==> src/design/assert_macros.svh <==
// Assertion macros shared by the URL percent decoder RTL.
// Depends on nothing; define NO_ASSERTIONS to compile the checks away.
`ifndef ASSERT_MACROS_SVH
`define ASSERT_MACROS_SVH
`ifndef NO_ASSERTIONS
`define URLPD_ASSERT(label, clk, rst_n, prop) \
	label: assert property (@(posedge clk) disable iff (!rst_n) (prop)) \
		else $error("assertion failed");
`define URLPD_ASSERT_IMP(label, clk, rst_n, ante, cons) \
	label: assert property (@(posedge clk) disable iff (!rst_n) (ante) |-> (cons)) \
		else $error("implication failed");
`else
`define URLPD_ASSERT(label, clk, rst_n, prop)
`define URLPD_ASSERT_IMP(label, clk, rst_n, ante, cons)
`endif
`endif

==> src/design/urlpd_pkg.sv <==
// Shared types and constants of the URL percent decoder.
// Depends on nothing; used by every module of the block.
package urlpd_pkg;

	localparam int unsigned MAX_MSG_LEN = 65535;
	localparam logic [15:0] COUNT_CAP =
		(MAX_MSG_LEN > 65535) ? 16'hFFFF : 16'(MAX_MSG_LEN);
	localparam int unsigned QUEUE_DEPTH = 4;

	localparam logic [7:0] CH_PERCENT = 8'h25;
	localparam logic [7:0] CH_PLUS = 8'h2B;
	localparam logic [7:0] CH_SPACE = 8'h20;

	typedef enum logic [1:0] {
		STATUS_OK = 2'd0,
		STATUS_BAD_HEX = 2'd1,
		STATUS_TRUNC = 2'd2
	} status_t;

	// One classified input byte: an optional data byte then an optional status record.
	typedef struct packed {
		logic has_data;
		logic [7:0] data;
		logic has_status;
		status_t code;
		logic [15:0] length;
	} entry_t;

endpackage

==> src/design/urlpd_front.sv <==
// Front end of the URL percent decoder: accepts bytes, tracks escapes and faults.
// Depends on urlpd_pkg; feeds classified entries into urlpd_queue.
module urlpd_front (
	input logic clk,
	input logic arst_n,
	input logic byte_valid,
	output logic byte_stall,
	input logic [7:0] in_byte,
	input logic in_last,
	input logic queue_full,
	output logic push,
	output urlpd_pkg::entry_t push_entry
);

	typedef enum logic [1:0] {
		PH_IDLE = 2'd0,
		PH_PERCENT = 2'd1,
		PH_HIGH = 2'd2
	} phase_t;

	phase_t phase_q, phase_n;
	logic [3:0] nibble_q, nibble_n;
	logic [15:0] count_q, count_n;
	urlpd_pkg::status_t fault_q, fault_n;
	logic fire;
	logic hex_ok;
	logic [3:0] hex_val;
	logic has_data;
	logic [7:0] data;

	function automatic logic [4:0] hex_decode(input logic [7:0] c);
		logic [4:0] r;
		r = 5'd0;
		if (c >= 8'h30 && c <= 8'h39) begin
			r = {1'b1, 4'(c - 8'h30)};
		end else if (c >= 8'h41 && c <= 8'h46) begin
			r = {1'b1, 4'(c - 8'h37)};
		end else if (c >= 8'h61 && c <= 8'h66) begin
			r = {1'b1, 4'(c - 8'h57)};
		end
		return r;
	endfunction

	assign byte_stall = queue_full;
	assign fire = byte_valid && !byte_stall;
	assign {hex_ok, hex_val} = hex_decode(in_byte);

	always_comb begin
		phase_n = phase_q;
		nibble_n = nibble_q;
		fault_n = fault_q;
		has_data = 1'b0;
		data = in_byte;
		if (fault_q == urlpd_pkg::STATUS_OK) begin
			unique case (phase_q)
				PH_PERCENT: begin
					if (in_last) begin
						fault_n = urlpd_pkg::STATUS_TRUNC;
					end else if (!hex_ok) begin
						fault_n = urlpd_pkg::STATUS_BAD_HEX;
					end else begin
						nibble_n = hex_val;
						phase_n = PH_HIGH;
					end
				end
				PH_HIGH: begin
					if (!hex_ok) begin
						fault_n = urlpd_pkg::STATUS_BAD_HEX;
					end else begin
						has_data = 1'b1;
						data = {nibble_q, hex_val};
						phase_n = PH_IDLE;
					end
				end
				default: begin
					if (in_byte == urlpd_pkg::CH_PERCENT) begin
						if (in_last) begin
							fault_n = urlpd_pkg::STATUS_TRUNC;
						end else begin
							phase_n = PH_PERCENT;
						end
					end else if (in_byte == urlpd_pkg::CH_PLUS) begin
						has_data = 1'b1;
						data = urlpd_pkg::CH_SPACE;
					end else begin
						has_data = 1'b1;
					end
				end
			endcase
		end
		count_n = (has_data && count_q < urlpd_pkg::COUNT_CAP) ? count_q + 16'd1 : count_q;
	end

	always_comb begin
		push_entry.has_data = has_data;
		push_entry.data = data;
		push_entry.has_status = in_last;
		push_entry.code = fault_n;
		push_entry.length = (fault_n == urlpd_pkg::STATUS_OK) ? count_n : 16'd0;
	end

	assign push = fire && (has_data || in_last);

	always_ff @(posedge clk or negedge arst_n) begin
		if (!arst_n) begin
			phase_q <= PH_IDLE;
			nibble_q <= 4'd0;
			count_q <= 16'd0;
			fault_q <= urlpd_pkg::STATUS_OK;
		end else if (fire) begin
			if (in_last) begin
				phase_q <= PH_IDLE;
				nibble_q <= 4'd0;
				count_q <= 16'd0;
				fault_q <= urlpd_pkg::STATUS_OK;
			end else begin
				phase_q <= phase_n;
				nibble_q <= nibble_n;
				count_q <= count_n;
				fault_q <= fault_n;
			end
		end
	end

endmodule

==> src/design/urlpd_queue.sv <==
// Short entry queue between the front and back ends of the URL percent decoder.
// Depends on urlpd_pkg for the entry type.
module urlpd_queue #(
	parameter int unsigned DEPTH = urlpd_pkg::QUEUE_DEPTH
) (
	input logic clk,
	input logic arst_n,
	input logic push,
	input urlpd_pkg::entry_t push_entry,
	input logic pop,
	output urlpd_pkg::entry_t head,
	output logic empty,
	output logic full
);

	localparam int unsigned PW = (DEPTH > 1) ? $clog2(DEPTH) : 1;
	localparam int unsigned CW = $clog2(DEPTH + 1);

	urlpd_pkg::entry_t slots_q [DEPTH];
	logic [PW-1:0] wr_ptr_q, rd_ptr_q;
	logic [CW-1:0] count_q;

	function automatic logic [PW-1:0] bump(input logic [PW-1:0] p);
		return (p == PW'(DEPTH - 1)) ? '0 : p + PW'(1);
	endfunction

	assign empty = (count_q == '0);
	assign full = (count_q == CW'(DEPTH));
	assign head = slots_q[rd_ptr_q];

	always_ff @(posedge clk or negedge arst_n) begin
		if (!arst_n) begin
			wr_ptr_q <= '0;
			rd_ptr_q <= '0;
			count_q <= '0;
		end else begin
			if (push) begin
				wr_ptr_q <= bump(wr_ptr_q);
			end
			if (pop) begin
				rd_ptr_q <= bump(rd_ptr_q);
			end
			if (push && !pop) begin
				count_q <= count_q + CW'(1);
			end else if (pop && !push) begin
				count_q <= count_q - CW'(1);
			end
		end
	end

	always_ff @(posedge clk) begin
		if (push) begin
			slots_q[wr_ptr_q] <= push_entry;
		end
	end

endmodule

==> src/design/urlpd_back.sv <==
// Back end of the URL percent decoder: turns queued entries into result transfers.
// Depends on urlpd_pkg; reads entries from urlpd_queue.
module urlpd_back (
	input logic clk,
	input logic arst_n,
	input urlpd_pkg::entry_t head,
	input logic empty,
	output logic pop,
	output logic result_valid,
	input logic result_stall,
	output logic is_status,
	output logic [7:0] data_byte,
	output logic [1:0] status_code,
	output logic [15:0] out_length,
	output logic run_last
);

	logic valid_q;
	logic sent_data_q;
	logic load;
	logic send_data;

	assign load = !empty && (!valid_q || !result_stall);
	assign send_data = head.has_data && !sent_data_q;
	assign pop = load && (!send_data || !head.has_status);
	assign result_valid = valid_q;

	always_ff @(posedge clk or negedge arst_n) begin
		if (!arst_n) begin
			valid_q <= 1'b0;
			sent_data_q <= 1'b0;
		end else begin
			if (load) begin
				valid_q <= 1'b1;
				sent_data_q <= send_data && head.has_status;
			end else if (!result_stall) begin
				valid_q <= 1'b0;
			end
		end
	end

	always_ff @(posedge clk) begin
		if (load) begin
			if (send_data) begin
				is_status <= 1'b0;
				data_byte <= head.data;
				status_code <= urlpd_pkg::STATUS_OK;
				out_length <= 16'd0;
				run_last <= !head.has_status;
			end else begin
				is_status <= 1'b1;
				data_byte <= 8'd0;
				status_code <= head.code;
				out_length <= head.length;
				run_last <= 1'b1;
			end
		end
	end

endmodule

==> src/design/url_percent_decoder_unit.sv <==
// Top level of the streaming URL percent decoder.
// Depends on urlpd_pkg, assert_macros.svh, urlpd_front, urlpd_queue and urlpd_back.
//
// The input channel takes one byte of an encoded message per transfer, with in_last
// on the final byte. A '%' and two hex digits become one byte, '+' becomes a space,
// and other bytes pass unchanged. The output channel carries data records and, for
// the last byte of each message, a status record with the decoded length or an
// error code; run_last marks the final result caused by one input byte.
// The front end classifies one byte per cycle while the queue has room, into a queue
// of QUEUE_DEPTH entries, and the back end drains the queue into a registered output stage.
// The first result of a byte passes through the queue and then the output register.
// Sustained rate is one byte per cycle while the receiver does not stall; a last byte
// that also yields a data byte gives two results, sent one after the other by the single output register.
// Reset clears the escape state, the byte count, the queue and the output valid.
// When the receiver stalls, the output holds, the queue fills, and the input
// channel stalls once the queue is full.
`include "assert_macros.svh"

module url_percent_decoder_unit #(
	parameter int unsigned QUEUE_DEPTH = urlpd_pkg::QUEUE_DEPTH
) (
	input logic clk,
	input logic arst_n,
	input logic byte_valid,
	output logic byte_stall,
	input logic [7:0] in_byte,
	input logic in_last,
	output logic result_valid,
	input logic result_stall,
	output logic is_status,
	output logic [7:0] data_byte,
	output logic [1:0] status_code,
	output logic [15:0] out_length,
	output logic run_last
);

	logic push;
	logic pop;
	logic empty;
	logic full;
	urlpd_pkg::entry_t push_entry;
	urlpd_pkg::entry_t head;

	urlpd_front u_front (
		.clk(clk),
		.arst_n(arst_n),
		.byte_valid(byte_valid),
		.byte_stall(byte_stall),
		.in_byte(in_byte),
		.in_last(in_last),
		.queue_full(full),
		.push(push),
		.push_entry(push_entry)
	);

	urlpd_queue #(
		.DEPTH(QUEUE_DEPTH)
	) u_queue (
		.clk(clk),
		.arst_n(arst_n),
		.push(push),
		.push_entry(push_entry),
		.pop(pop),
		.head(head),
		.empty(empty),
		.full(full)
	);

	urlpd_back u_back (
		.clk(clk),
		.arst_n(arst_n),
		.head(head),
		.empty(empty),
		.pop(pop),
		.result_valid(result_valid),
		.result_stall(result_stall),
		.is_status(is_status),
		.data_byte(data_byte),
		.status_code(status_code),
		.out_length(out_length),
		.run_last(run_last)
	);

	`URLPD_ASSERT_IMP(a_pop_nonempty, clk, arst_n, pop, !empty)
	`URLPD_ASSERT_IMP(a_push_not_full, clk, arst_n, push, !full)
	`URLPD_ASSERT_IMP(a_status_form, clk, arst_n, result_valid && is_status, data_byte == 8'd0 && run_last && (status_code == urlpd_pkg::STATUS_OK || out_length == 16'd0))
	`URLPD_ASSERT_IMP(a_data_form, clk, arst_n, result_valid && !is_status, status_code == urlpd_pkg::STATUS_OK && out_length == 16'd0)

endmodule

==> config.mk <==
export PLATFORM = sky130hd
export DESIGN_NAME = url_percent_decoder_unit
export DESIGN_NICKNAME = d
export VERILOG_FILES = /design/src/design/urlpd_pkg.sv /design/src/design/urlpd_front.sv /design/src/design/urlpd_queue.sv /design/src/design/urlpd_back.sv /design/src/design/url_percent_decoder_unit.sv
export VERILOG_INCLUDE_DIRS = /design/src /design/src/design
export SDC_FILE = /design/constraint.sdc
export NUM_CORES = 1
export LEC_CHECK = 0
export BUFFER_PORTS_ARGS = -buffer_cell sky130_fd_sc_hd__buf_2
export CAP_MARGIN = 5
export CELL_PAD_IN_SITES_DETAIL_PLACEMENT = 0
export CELL_PAD_IN_SITES_GLOBAL_PLACEMENT = 1
export CORE_UTILIZATION = 55
export CTS_CLUSTER_SIZE = 14
export DETAILED_ROUTE_END_ITERATION = 8
export HOLD_SLACK_MARGIN = 0.05
export PLACE_DENSITY_LB_ADDON = 0.2
export RECOVER_POWER = 25
export SLEW_MARGIN = 20
export SYNTH_ARGS = -nofsm -noshare
export SYNTH_HDL_FRONTEND = slang
export SYNTH_SLANG_ARGS = --single-unit
==> constraint.sdc <==
create_clock -name clk -period 6.4 [get_ports clk]
set_clock_uncertainty 0.15 [all_clocks]
set_input_delay 0.32 -clock clk [delete_from_list [all_inputs] [get_ports clk]]
set_output_delay 0.32 -clock clk [all_outputs]
set_load 0.05 [all_outputs]
# ---- Word-level counts from Yosys, hierarchy flattened
# Memories as Yosys holds them, arrays and structs flattened.
# Cells that the tools add are included.
dict set report op_classes {
  n_addsub 8
  magnitude_cmp 7
  eq_ne 10
  n_mux 41
  reduce_logical 34
}
# operator n
set op_table {}
lappend op_table {{$mux W16} 3}
lappend op_table {{$mux W8} 4}
lappend op_table {{$mux W2} 13}
lappend op_table {{$add A16 B1 Y16 const B} 1}
lappend op_table {{$eq A8 B6 Y1 const B} 2}
lappend op_table {{$ge A8 B7 Y1 const B} 2}
lappend op_table {{$le A8 B7 Y1 const B} 2}
lappend op_table {{$lt A16 B16 Y1 const B} 1}
lappend op_table {{$mux W4} 4}
lappend op_table {{$pmux W8 S2} 1}
lappend op_table {{$mux W5} 3}
lappend op_table {{$logic_and A1 B1 Y1} 12}
lappend op_table {{$logic_not A1 Y1} 9}
lappend op_table {{$ge A8 B6 Y1 const B} 1}
lappend op_table {{$le A8 B6 Y1 const B} 1}
lappend op_table {{$mux W1} 8}
lappend op_table {{$pmux W2 S2} 2}
lappend op_table {{$reduce_bool A2 Y1} 4}
lappend op_table {{$sub A4 B3 Y4 const B} 2}
lappend op_table {{$eq A2 B2 Y1 const B} 3}
lappend op_table {{$mux W3} 2}
lappend op_table {{$ne A3 B2 Y1 const B} 2}
lappend op_table {{$reduce_and A5 Y1} 1}
lappend op_table {{$add A2 B1 Y2 const B} 2}
lappend op_table {{other kinds (12)} 15}
dict set report word_totals {
  regBits 61
  ram_bits 112
  out_inout_bits 30
  memories 1
}
# memory depth word_bits read_ports rd_clocked_by_memory_dff write_ports line_no
set mem_list {}
lappend mem_list {u_queue.slots_q 4 28 1 0 1 urlpd_queue.sv:19} ;# urlpd_pkg::entry_t slots_q [DEPTH];

# ---- Logic depth before layout (Yosys ltp)
dict set report logic_depth {
  word_depth 14
  depth_mapped 13
}

# ---- Hierarchy
# A second synthesis with hierarchy kept.
dict set report unflattened {
  hier_cells 571
  hier_area_um2 8074.0
}
# module n_inst cells_per_inst area_per_inst_um2 seq_area_each_um2
set by_module_without_submodules {}
lappend by_module_without_submodules {urlpd_queue 1 183 4454.3 3538.4}
lappend by_module_without_submodules {urlpd_front 1 322 2444.8 600.6}
lappend by_module_without_submodules {urlpd_back 1 66 1174.9 890.9}

# ---- Least setup slack after synthesis
# No wires, ideal clock.
dict set report synth_timing {
  path_type {register to register}
  start {register u_back.valid_q (netlist: u_back.result_valid)}
  end {register u_queue.count_q[1]}
  arrival_time_ps 3468
  required_time_ps 6125
  path_slack_ps 2657
  stages_incl_launch_ff 7
  path_buffers 0
  path_cell_list {dfrtp_1 -> a21oi_1 -> nand2_1 -> ha_1 -> inv_1 -> fa_1 -> mux2_2}
}
dict set report synth_between {
  elab_chain_len 7
}
# item line_no
set synth_rtl {}
lappend synth_rtl {{from (decl)} urlpd_back.sv:18} ;# logic valid_q;
lappend synth_rtl {{from (signal assigned)} urlpd_back.sv:30} ;# valid_q <= 1'b0;
lappend synth_rtl {{from (signal assigned)} urlpd_back.sv:34} ;# valid_q <= 1'b1;
lappend synth_rtl {{from (signal assigned)} urlpd_back.sv:37} ;# valid_q <= 1'b0;
lappend synth_rtl {{$logic_not A1 Y1 (*)} urlpd_back.sv:23} ;# assign load = !empty && (!valid_q || !result_stall);
lappend synth_rtl {{$logic_or A1 B1 Y1 (*)} urlpd_back.sv:23}
lappend synth_rtl {{$logic_and A1 B1 Y1 (*)} urlpd_back.sv:23}
lappend synth_rtl {{via u_back.load} urlpd_back.sv:20} ;# logic load;
lappend synth_rtl {{$logic_and A1 B1 Y1 (*)} urlpd_back.sv:25} ;# assign pop = load && (!send_data || !head.has_status);
lappend synth_rtl {{$logic_not A1 Y1} urlpd_queue.sv:43} ;# if (push && !pop) begin
lappend synth_rtl {{$logic_and A1 B1 Y1} urlpd_queue.sv:43}
lappend synth_rtl {{$mux W3 / $reduce_bool A2 Y1 (equally long branches)} --}
lappend synth_rtl {{to (signal assigned)} urlpd_queue.sv:44} ;# count_q <= count_q + CW'(1);
lappend synth_rtl {{to (signal assigned)} urlpd_queue.sv:46} ;# count_q <= count_q - CW'(1);
lappend synth_rtl {{to (decl)} urlpd_queue.sv:21} ;# logic [CW-1:0] count_q;
# The timed path passes the listed nets; every way through them passes the cells marked *.
# A chain may end at the register's enable or synchronous reset.

# ---- Worst setup path after layout
dict set report layout_timing {
  start {input port result_stall}
  end {register u_queue.count_q[1]}
}
dict set report layout_between {
  elab_chain_len 7
}
# item line_no
set layout_rtl {}
lappend layout_rtl {{from (decl)} url_percent_decoder_unit.sv:29} ;# input logic result_stall,
lappend layout_rtl {{$logic_not A1 Y1 (*)} urlpd_back.sv:23}
lappend layout_rtl {{$logic_or A1 B1 Y1 (*)} urlpd_back.sv:23}
lappend layout_rtl {{$logic_and A1 B1 Y1 (*)} urlpd_back.sv:23}
lappend layout_rtl {{via u_back.load} urlpd_back.sv:20}
lappend layout_rtl {{$logic_and A1 B1 Y1 (*)} urlpd_back.sv:25}
lappend layout_rtl {{$logic_not A1 Y1} urlpd_queue.sv:43}
lappend layout_rtl {{$logic_and A1 B1 Y1} urlpd_queue.sv:43}
lappend layout_rtl {{$mux W3 / $reduce_bool A2 Y1 (equally long branches)} --}
# Marks and branches as above.

==> metrics <==
Switching Share=0.361; CP Capture Type=flop; Final ANT Viol Nets=0; cell family contributing the most delay on the critical path=compound AO/OA/AOI/OAI gates; RSZ-0062 raised after global routing=no; violated checks=max-capacitance violations, max-slew violations; Die Y-Extent=122 um; setup bufs post-CTS=0; CTS Root Cell=clkbuf_16; boundary pin count=43; vias=4,773; TritonCTS clock tree=built; post-synthesis area per instance=14.3 um2; vias in the first global route=4,736; CP cell instances=dlygate4sd3_1 -> clkbuf_1 -> a21oi_1 -> nand2_1 -> ha_1 -> inv_1 -> fa_1 -> mux2_2; Placer Congestion=0.840; full die area=0.0148 mm2; number of DRC markers in iteration 0=421; Synth Warn #=0; Core Util, Final=0.630; cell area after synthesis=0.00786 mm2; final WL=15,600 um; # setup viols final=0; EDFF count, synth=140; Int Pwr=2710 uW; core box area=0.0139 mm2; # clock sinks=173; final layout net count=615; Reg power frac=0.420; largest net degree at the start of global routing=36; post-synthesis sequential area ratio=0.640; Max Slew Vio Count=66; register bit total from synthesis=173; final hold violation count=0; Worst VDD drop=0.223 mV; CP required=6.55 ns; HPWL Detailed=9960 um; WL/cell=19.9 um; CP Class=input pin to flop; Skew-Pair Late Insertion Delay=0.42 ns; CP Max Fanout=31; fin crit share=0.733; synth unique cells=59; P_sw=1530 uW; max_cap viols=2; Least-Margin Pin Slew=2.93 ns; min cycle time layout=4.69 ns; combinational fraction of design power=0.344; min-delay worst type=input pin to flop; # diodes=0; setup TNS=0 ns; first-pass GRT wire length=24,600 um; Overflow after GRT=0; pwr/cell area=485 mW/mm2; FP Rows=43; antenna violations before repair=0; CTS clk-pin slew, worst paths=0.06 ns; initial core utilization=0.566; Syn Inst Count=550; DRC viols=0; fmax=213 MHz; share of layout cells above drive strength 1=0.150; clock share of power=0.236; crit path buf inv count=3; CP max stage cell=a21oi_1; Most used DFF post-synth=edfxtp_1; cell leakage power=0.00305 uW; syn_nets=578; total CTS buffers=17; Arrival @ worst endpoint=4.84 ns; GRT Util Overall=0.228; slew margin rel.=-0.955; input/output buffers=42; area delta synth->final=11.3%; DRT Pass-1 Iters=5; H-tree levels=4; max incr delay on CP=2.16 ns; routed vias/inst=6.12; die width=122 um; Max Root-Sink Buffers=2; status=complete, but fails checks; CP startpoint kind=input pin; ys async rst share=0.191
final timing paths:
path                                    startpoint                endpoint  slack (ns)  cells past startpoint
worst max register to register  u_queue.count_q[0]      u_queue.count_q[1]        1.74                      7
worst min-delay path                    in_byte[4]  u_queue.slots_q[3][23]        0.21                      2
worst max-delay path                  result_stall      u_queue.count_q[1]        1.71                      8
min in group asynchronous                   arst_n      u_front.count_q[2]        0.87                      2
worst min register to register  u_queue.count_q[2]      u_queue.count_q[2]        0.34                      1
max in group asynchronous                   arst_n     u_queue.rd_ptr_q[0]        3.90                      2
placed cells by master, fill, tap and decap left out, types with 10 or more instances in the layout:
master     count
edfxtp_1     140
clkbuf_1      35
nand2_1       32
dfrtp_1       32
mux4_2        28
nor2_1        26
nor2b_1       26
a21oi_1       20
o21ai_0       20
clkbuf_16     17
inv_1         16
nand3_1       15
ha_1          14
or3_1         13
o211ai_1      11
buf_2         10
layer usage:
layer | vias to the layer above | part of all wire | global-route usage
li1 | 2213 | - | -
met1 | 2410 | 0.44 | 0.316
met2 | 136 | 0.49 | 0.368
met3 | 14 | 0.051 | 0.0390
met4 | 0 | 0.0096 | 0.0756
met5 | - | 0 | 0
power groups by stage:
stage | clock, uW | sequential, uW | combinational [uW]
2_1_floorplan | 0 | 2110 | 831
3_3_place_gp | 0 | 1780 | 1460
3_5_place_dp | 0 | 1800 | 1500
4_1_cts | 1020 | 1780 | 1500
5_1_grt | 1060 | 1810 | 1580
6_report | 1000 | 1780 | 1460
worst register-to-register path, delay by kind of cell, from the launching register on:
| family | cells | cell delay (ns) |
|---|---|---|
| flops | 1 | 0.44 |
| simple gates | 2 | 0.59 |
| buf+inv | 1 | 0.08 |
| fa+ha+maj | 2 | 0.87 |
| mux | 1 | 0.27 |
| compound gates | 1 | 2.15 |
metrics by stage:
| stage | worst slack, ns | cell area [um2] | cells | total power (uW) | hold slack [ns] |
|---|---|---|---|---|---|
| after floorplan | 2.66 | 7860 | 550 | 2940 | -0.126 |
| after global placement | 2.76 | 8200 | 746 | 3240 | 0.300 |
| after detailed placement | 2.59 | 8200 | 746 | 3300 | 0.309 |
| after CTS | 2.67 | 8790 | 780 | 4300 | 0.179 |
| after global routing | 1.25 | 8740 | 780 | 4460 | 0.216 |
| final | 1.71 | 8740 | 780 | 4240 | 0.215 |
logic make-up after synthesis:
| logic type | count (synthesis) | synth area share |
|---|---|---|
| and+or+nand+nor | 167 | 0.115 |
| buffers and inverters | 49 | 0.0279 |
| DFF | 173 | 0.640 |
| muxes | 36 | 0.0913 |
| adders and majority gates | 15 | 0.0248 |
| xor gates and xnor gates | 11 | 0.0123 |
| AOI/OAI and AO/OA | 99 | 0.0882 |
final cells by class:
type / instances / area [um2]
fillers: 1049 / 5140
repair buffers: 51 / 243
flip-flops and latches: 173 / 5030
clock inverters: 12 / 138
multi-input cells: 328 / 2610
clock buffers: 20 / 437
well taps: 180 / 225
inverters: 16 / 60.1
registers in the layout, summed over array words and instances, names as in the netlist, 3 cells and up:
register / count
u_back.out_length: 16
u_queue.slots_q: 112
u_front.count_q: 16
u_front.nibble_q: 4
u_queue.count_q: 3
u_back.data_byte: 8
cell usage after synthesis (6+ instances only):
library cell,n,area (um2)
a21oi_1,20,100
a22o_1,6,52.6
and2_1,9,56.3
and3_1,9,56.3
buf_2,9,45.0
clkbuf_1,20,75.1
dfrtp_1,33,826
edfxtp_1,140,4200
ha_1,14,175
inv_1,16,60.1
mux4_2,28,631
nand2_1,32,120
nand3_1,15,75.1
nor2_1,26,97.6
nor2b_1,26,163
nor3_1,8,40.0
nor4_1,8,50.1
o211ai_1,11,82.6
o21ai_0,20,100
o311ai_0,6,52.6
or3_1,13,81.3
xor2_1,7,61.3
timing repair:
item                                   4_1_cts  5_1_grt
setup endpoints to repair                    0        0
gates resized for setup                      0        0
endpoints found under the hold margin       34        0
hold buffers                                 2        0
Note: power is estimated with default switching activity, not from simulation.
